File: config.mk
export PLATFORM = sky130hd
export DESIGN_NAME = dht_mod
export DESIGN_NICKNAME = d
export VERILOG_FILES = /design/src/hdl/dht_pkg.sv /design/src/hdl/dht_mod.sv
export SDC_FILE = /design/constraint.sdc
export NUM_CORES = 1
export LEC_CHECK = 0
export BUFFER_PORTS_ARGS = -buffer_cell sky130_fd_sc_hd__buf_2
export CORE_MARGIN = 8
export CORE_UTILIZATION = 57
export DETAILED_ROUTE_END_ITERATION = 8
export GPL_ROUTABILITY_DRIVEN = 1
export GPL_TIMING_DRIVEN = 0
export PLACE_DENSITY = 0.79
export SLEW_MARGIN = 20
export SYNTH_ARGS = -nofsm -noshare
export SYNTH_HDL_FRONTEND = slang
export SYNTH_SLANG_ARGS = --single-unit
File: constraint.sdc
create_clock -name clk -period 3.7 [get_ports clk]
set_clock_uncertainty 0.05 [all_clocks]
set_input_delay 0.37 -clock clk [delete_from_list [all_inputs] [get_ports clk]]
set_output_delay 0.37 -clock clk [all_outputs]
set_load 0.02 [all_outputs]
File: src/hdl/dht_pkg.sv
// Package for the double-hashing table: sizes, status codes, FSM states.
// No dependencies; used by every other file.
package dht_pkg;
  localparam int TABLE_DEPTH = 1024;
  localparam int WORD_WIDTH  = 64;
  localparam int KEY_WIDTH   = 16;
  localparam int IDX_W       = $clog2(TABLE_DEPTH);
  localparam int SIZE_W      = 11;
  localparam int PRIME_W     = 10;
  localparam int TOT_W       = 32;

  localparam logic [1:0] ST_INSERTED  = 2'd0;
  localparam logic [1:0] ST_FOUND     = 2'd1;
  localparam logic [1:0] ST_NOT_FOUND = 2'd2;
  localparam logic [1:0] ST_FULL      = 2'd3;

  localparam logic [0:0] REG_TABLE_SIZE = 1'd0;
  localparam logic [0:0] REG_STEP_PRIME = 1'd1;

  typedef enum logic [2:0] {
    S_IDLE, S_CLEAR, S_MOD1, S_MOD2, S_MOD3, S_READ, S_EVAL, S_DONE
  } state_t;

  typedef struct packed {
    logic        start;
    logic [15:0] dividend;
    logic [15:0] divisor;
  } mod_req_t;
endpackage

File: src/hdl/dht_mod.sv
// Restoring remainder unit, one quotient bit per cycle.
// Depends on dht_pkg.
module dht_mod (
  input  logic              clk,
  input  logic              rst_n,
  input  dht_pkg::mod_req_t req,
  output logic              done,
  output logic [15:0]       rem
);
  import dht_pkg::*;
  logic [15:0] rem_r, rem_nxt, q_r, q_nxt, div_r, div_nxt;
  logic [4:0]  cnt_r, cnt_nxt;
  logic        busy_r, busy_nxt;
  logic [16:0] trial;

  always_comb begin
    rem_nxt  = rem_r;
    q_nxt    = q_r;
    div_nxt  = div_r;
    cnt_nxt  = cnt_r;
    busy_nxt = busy_r;
    trial    = {rem_r, q_r[15]} - {1'b0, div_r};
    if (req.start) begin
      rem_nxt  = '0;
      q_nxt    = req.dividend;
      div_nxt  = req.divisor;
      cnt_nxt  = 5'd16;
      busy_nxt = 1'b1;
    end else if (busy_r) begin
      if (!trial[16]) rem_nxt = trial[15:0];
      else rem_nxt = {rem_r[14:0], q_r[15]};
      q_nxt   = {q_r[14:0], 1'b0};
      cnt_nxt = cnt_r - 5'd1;
      if (cnt_r == 5'd1) busy_nxt = 1'b0;
    end
  end

  always_ff @(posedge clk) begin
    if (!rst_n) begin
      busy_r <= 1'b0;
      cnt_r  <= '0;
    end else begin
      busy_r <= busy_nxt;
      cnt_r  <= cnt_nxt;
    end
    rem_r <= rem_nxt;
    q_r   <= q_nxt;
    div_r <= div_nxt;
  end

  assign done = busy_r && (cnt_r == 5'd1);
  assign rem  = trial[16] ? {rem_r[14:0], q_r[15]} : trial[15:0];
endmodule

Yosys cells after proc, flatten, opt, wreduce, memory -nomap -nowiden:

Cells that the tools add are included.

* muxes and demuxes: 8
* bitwise gates (word level): 1
* add/sub/neg operators: 2
* divide/modulo/power cells: 0
* equality and inequality tests: 1
* shifts and indexed selects: 0
* reduce and logical (&&, ||, !) cells: 3
* $lt $le $gt $ge: 0
* multipliers: 0

Operators with widths (count)
* 2-to-1 mux 16 bit: 3
* subtractor 17 x 16 -> 17 bit: 1
* 2-to-1 mux 5 bit: 2
* equality test 5 x 1 -> 1 bit, second input constant: 1
* subtractor 5 x 1 -> 5 bit, second input constant: 1
* 2-to-1 mux 1 bit: 3
* nonzero test 2 bit: 1
* OR reduction 2 bit: 1
* logical AND 1 bit: 1
* inverter 1 bit: 1

* register bits: 54
* memories: 0
* input bits: 35
* bits in read-only memories: 0
* word-level logic and storage cells: 21
* bits in latches: 0
* output and inout port bits: 17
* RAM bits: 0

Longest topological paths before layout:

* depth in word-level cells: 4
* gate-level depth with buffers: 12
* gate-level depth less buffers: 10

Worst setup path after synthesis:

No wires, ideal clock.

* path type: register to output
* from: register q_r[15]
* to: output rem[15]
* data arrival time: 2.510 ns
* path buffers: 2
* path slack: 0.770 ns
* required time: 3.280 ns
* stages on the path, launching flop included: 13
* cells stage by stage: edfxtp_1 inv_1 ha_1 fa_1 nand2b_1 a21oi_2 or2_4 a21oi_4 or3_1 buf_6 nand2_8 buf_8 mux2_4

* longest elaborated chain between the ends: 2

RTL lines
* start, declared: line dht_mod.sv:11 `logic [15:0] rem_r, rem_nxt, q_r, q_nxt, div_r, div_nxt;`
* start signal, assigned: line dht_mod.sv:47 `q_r <= q_nxt;`
* subtractor 17 x 16 -> 17 bit: line dht_mod.sv:22 `trial = {rem_r, q_r[15]} - {1'b0, div_r};`
* 2-to-1 mux 16 bit: line dht_mod.sv:52 `assign rem = trial[16] ? {rem_r[14:0], q_r[15]} : trial[15:0];`
* end, declared: line dht_mod.sv:8 `output logic [15:0] rem`

No other way between the ends.

Worst setup path after layout:

* from: register q_r[15]
* to: output rem[1]

Same word-level chain as after synthesis.

==> summary.md <==
## Logic synthesis
* sky130_fd_sc_hd__edfxtp_1 — cell with the most instances after synthesis
* 4.93% — XOR/XNOR Fraction of Synth Area
* 61 — Synth cell types
* sky130_fd_sc_hd__edfxtp_1 (28%), sky130_fd_sc_hd__dfxtp_1 (13%), sky130_fd_sc_hd__mux2_2 (8.3%) — most area-consuming cells after synthesis
* 32 — number of flops mapped to enable cells by yosys
* 9.08% — multiplexer fraction of the synthesized cell area
* sky130_fd_sc_hd__edfxtp_1 (32), sky130_fd_sc_hd__nor2_1 (27), sky130_fd_sc_hd__nand2_1 (26) — commonest cells in the netlist
* 17.6% — Compound-Gate Fraction of Synth Area
* 3370 um2 — synthesized cell area
* 327 — Syn Inst Count
* 13.7% — fraction of the mapped netlist area in simple logic gates
* 54 — number of register bits inferred by synthesis
* sky130_fd_sc_hd__edfxtp_1 — biggest area consumer among synthesized cells
* 41.5% — sequential fraction of the synthesis area
* 10.3 um2 — syn avg cell area
* sky130_fd_sc_hd__edfxtp_1 — primary flip-flop cell chosen by synthesis mapping
* 0 — Yosys warning total
* 0% — post-synthesis async set-or-reset flop share
* compound AO/OA/AOI/OAI gates — largest family of logic cells by synthesized area
* 7.27% — adder-cell share of the synthesized area
* 28.5% — fraction of post-synthesis cell area in the top cell type by area
* 381 — Net Count, Synth

## Die
* 28 — number of standard-cell rows in the floorplan
* 58.0% — starting density of the core
* 5820 um2 — core area
* 92.9 um — die boundary height
* 8640 um2 — total die area
* 52 — IO Count
* 92.9 um — x dimension of the die

## Setup path
* 3 — WP buf/inv
* simple AND/OR/NAND/NOR gates — kind of cell adding the most delay to the critical path
* 3.28 ns — required time at the worst-slack endpoint
* register to output port — startpoint-to-endpoint class of the critical path
* 10 — Crit Path Max Fanout
* 3.12 ns — arrival time reported for the critical path endpoint
* 0.41 ns — Max stage delay on crit path
* output port — category of the worst setup path capture point
* sky130_fd_sc_hd__nor3_2 — critical path's slowest cell
* sky130_fd_sc_hd__buf_2 — most used cell, CP
* inv_1, ha_1, fa_2, nand2b_1, a21oi_2, or2_4, a21oi_4, nor3_2, buf_2, o21ai_1, and2_1, buf_2 — Cell Chain, Critical Path
* register — critical path launch point type

## Clocking
* 0.10 ns — post-CTS clock slew at the launch and capture registers of the worst setup and hold paths
* 2 — H-tree levels
* sky130_fd_sc_hd__clkbuf_8 — Root Buffer
* 2 — clock tree buffer depth
* 54 — CTS Sinks
* 5 — number of buffers added by the clock tree synthesis step
* 0.31 ns — latest clock arrival within the worst-skew pair
* done — CTS tree

## Detailed routing
* 16.9 um — detailed-route wire length per cell
* 209 — iteration-0 DRC count of the detailed router
* 5.90 — average vias per placed instance
* 7790 um — drt total wl
* 2719 — via count
* 4 — First-pass DRT Iterations
* 0 — remaining number of nets flagged by the antenna check after routing
* 0 — drt drc

## Timing
* 95.6% — part of the cycle the worst path needs
* 0 — count of final setup violators
* no — RSZ-0062 raised after global routing
* 3.54 ns — minimum clock period
* 0 ns — post-route setup TNS
* 53.7% — worst relative slew slack
* 283 MHz — maximum clock frequency
* 0.693 ns — transition time of the tightest slew-check pin
* 0 — total count of max-transition violations in the final report
* 0 — Hold Fails Final Rpt

## Global route
* 2810 — vias in the first global route
* 19.0% — total routing usage reported by global routing
* 0 — initial antenna violation count
* 13300 um — wire length of the first global-routing pass
* 18 — pin count of the biggest net entering global routing
* 0 — total grt overflow

## Final layout
* 28.0% — fraction of final layout cells with drive strength greater than 1
* 461 — non-filler cells in the finished layout
* 13.3% — Area Growth Syn to Fin
* 439 — post-layout net count
* 0 — diode insertion count for antenna repair

## Placement
* 51 — Port Buffer Count
* 0.876 — placer's final routability congestion estimate
* 453 — count of placed standard cells including taps
* 5790 um — total half-perimeter wirelength after legalization and detailed placement

## Power and ir drop
* 28.7% — net switching share of the total power
* 27.4% — fraction of power consumed by the clock network
* 1.65 nW — leakage component of the power
* 381 nW/um2 — power density over the cells
* 1.04 mW — cell-internal power
* 48.7% — Reg power frac
* 0.215 mV — maximum VDD drop
* 23.9% — proportion of power drawn by combinational gates
* 0.418 mW — NetSw

## Flow run
* 0 — number of max-capacitance violations reported

## Hold path
* input port to register — worst hold path class

## Outcome
* finished clean — result of the run

==> state kept, by name (all words and copies together) (netlist names) <==
register	cells
cnt_r	5
div_r	16
busy_r	1
rem_r	16
q_r	16
==> repair_timing <==
action	CTS	global route
gates resized for setup	0	1
buffers inserted	0	1
setup endpoints to repair	0	2
hold buffers	0	0
==> power by group through the flow <==
stage,Clock [mW],Sequential (mW),Combinational (mW)
after CTS,0.407,0.710,0.346
after global routing,0.425,0.716,0.384
after global placement,0,0.721,0.334
after detailed placement,0,0.723,0.343
final,0.399,0.710,0.348
after floorplan,0,0.716,0.256
==> path summary, 6_finish.rpt <==
kind             from         to  slack, ns  cells past startpoint
min reg2reg  cnt_r[1]   cnt_r[1]       0.47                      2
max reg2reg   q_r[15]   rem_r[0]       0.83                     11
min           req[15]  div_r[15]       0.17                      1
max           q_r[15]     rem[1]       0.16                     12
==> stage by stage <==
step | setup WS [ns] | util, % | instance area [um2] | hold WS, ns | power [mW]
final | 0.164 | 65.8 | 3820 | 0.173 | 1.46
after global routing | 0.0180 | 65.8 | 3820 | 0.163 | 1.52
after CTS | 0.0326 | 65.9 | 3830 | 0.167 | 1.46
after detailed placement | 0.381 | 64.0 | 3720 | 0.457 | 1.07
after global placement | 0.436 | 64.0 | 3720 | 0.436 | 1.06
after floorplan | 0.770 | - | 3370 | 0.419 | 0.972
==> cell type report <==
class,count,area (um2)
buffer,14,88.8
clock buffer,7,76.3
clock inverter,1,30.0
fill,484,1990
inverter,25,93.8
multi-input combinational,233,1780
sequential,54,1400
tap,75,93.8
timing repair buffer,52,263
==> cells in the final DEF (no fill, tap or decap), types with 3 or more instances in the layout <==
master and instances:
sky130_fd_sc_hd__a31o_1 3, sky130_fd_sc_hd__a21oi_1 13, sky130_fd_sc_hd__clkbuf_1 9, sky130_fd_sc_hd__o41ai_1 5
sky130_fd_sc_hd__nand3_1 10, sky130_fd_sc_hd__nor2_1 27, sky130_fd_sc_hd__dfxtp_1 22, sky130_fd_sc_hd__nand3b_1 3
sky130_fd_sc_hd__nand2b_1 6, sky130_fd_sc_hd__o21a_1 3, sky130_fd_sc_hd__inv_1 24, sky130_fd_sc_hd__xor2_1 8
sky130_fd_sc_hd__ha_1 18, sky130_fd_sc_hd__buf_6 4, sky130_fd_sc_hd__a311oi_1 4, sky130_fd_sc_hd__o311a_1 3
sky130_fd_sc_hd__buf_2 53, sky130_fd_sc_hd__edfxtp_1 32, sky130_fd_sc_hd__nand2_1 26, sky130_fd_sc_hd__o211ai_1 7
sky130_fd_sc_hd__clkbuf_8 5, sky130_fd_sc_hd__mux2_2 25, sky130_fd_sc_hd__o21ai_0 13, sky130_fd_sc_hd__xnor2_1 11
sky130_fd_sc_hd__a21oi_4 4, sky130_fd_sc_hd__and2_1 3
==> layer usage <==
metal	vias up	global-route usage (%)	share of wire (%)
li1	1304	-	-
met1	1311	23.4	43
met2	93	31.5	49
met3	11	4.53	6.5
met4	0	6.85	1.4
met5	-	0	0
==> kinds of logic after synthesis <==
group                    after synthesis
AND/OR/NAND/NOR                       91
AO/OA/AOI/OAI                         77
flip-flops                            54
buffers and inverters                 40
multiplexers                          27
XOR/XNOR                              19
adder cells (fa/ha/maj)               19
No activity file was read; power rests on OpenSTA's default activity.
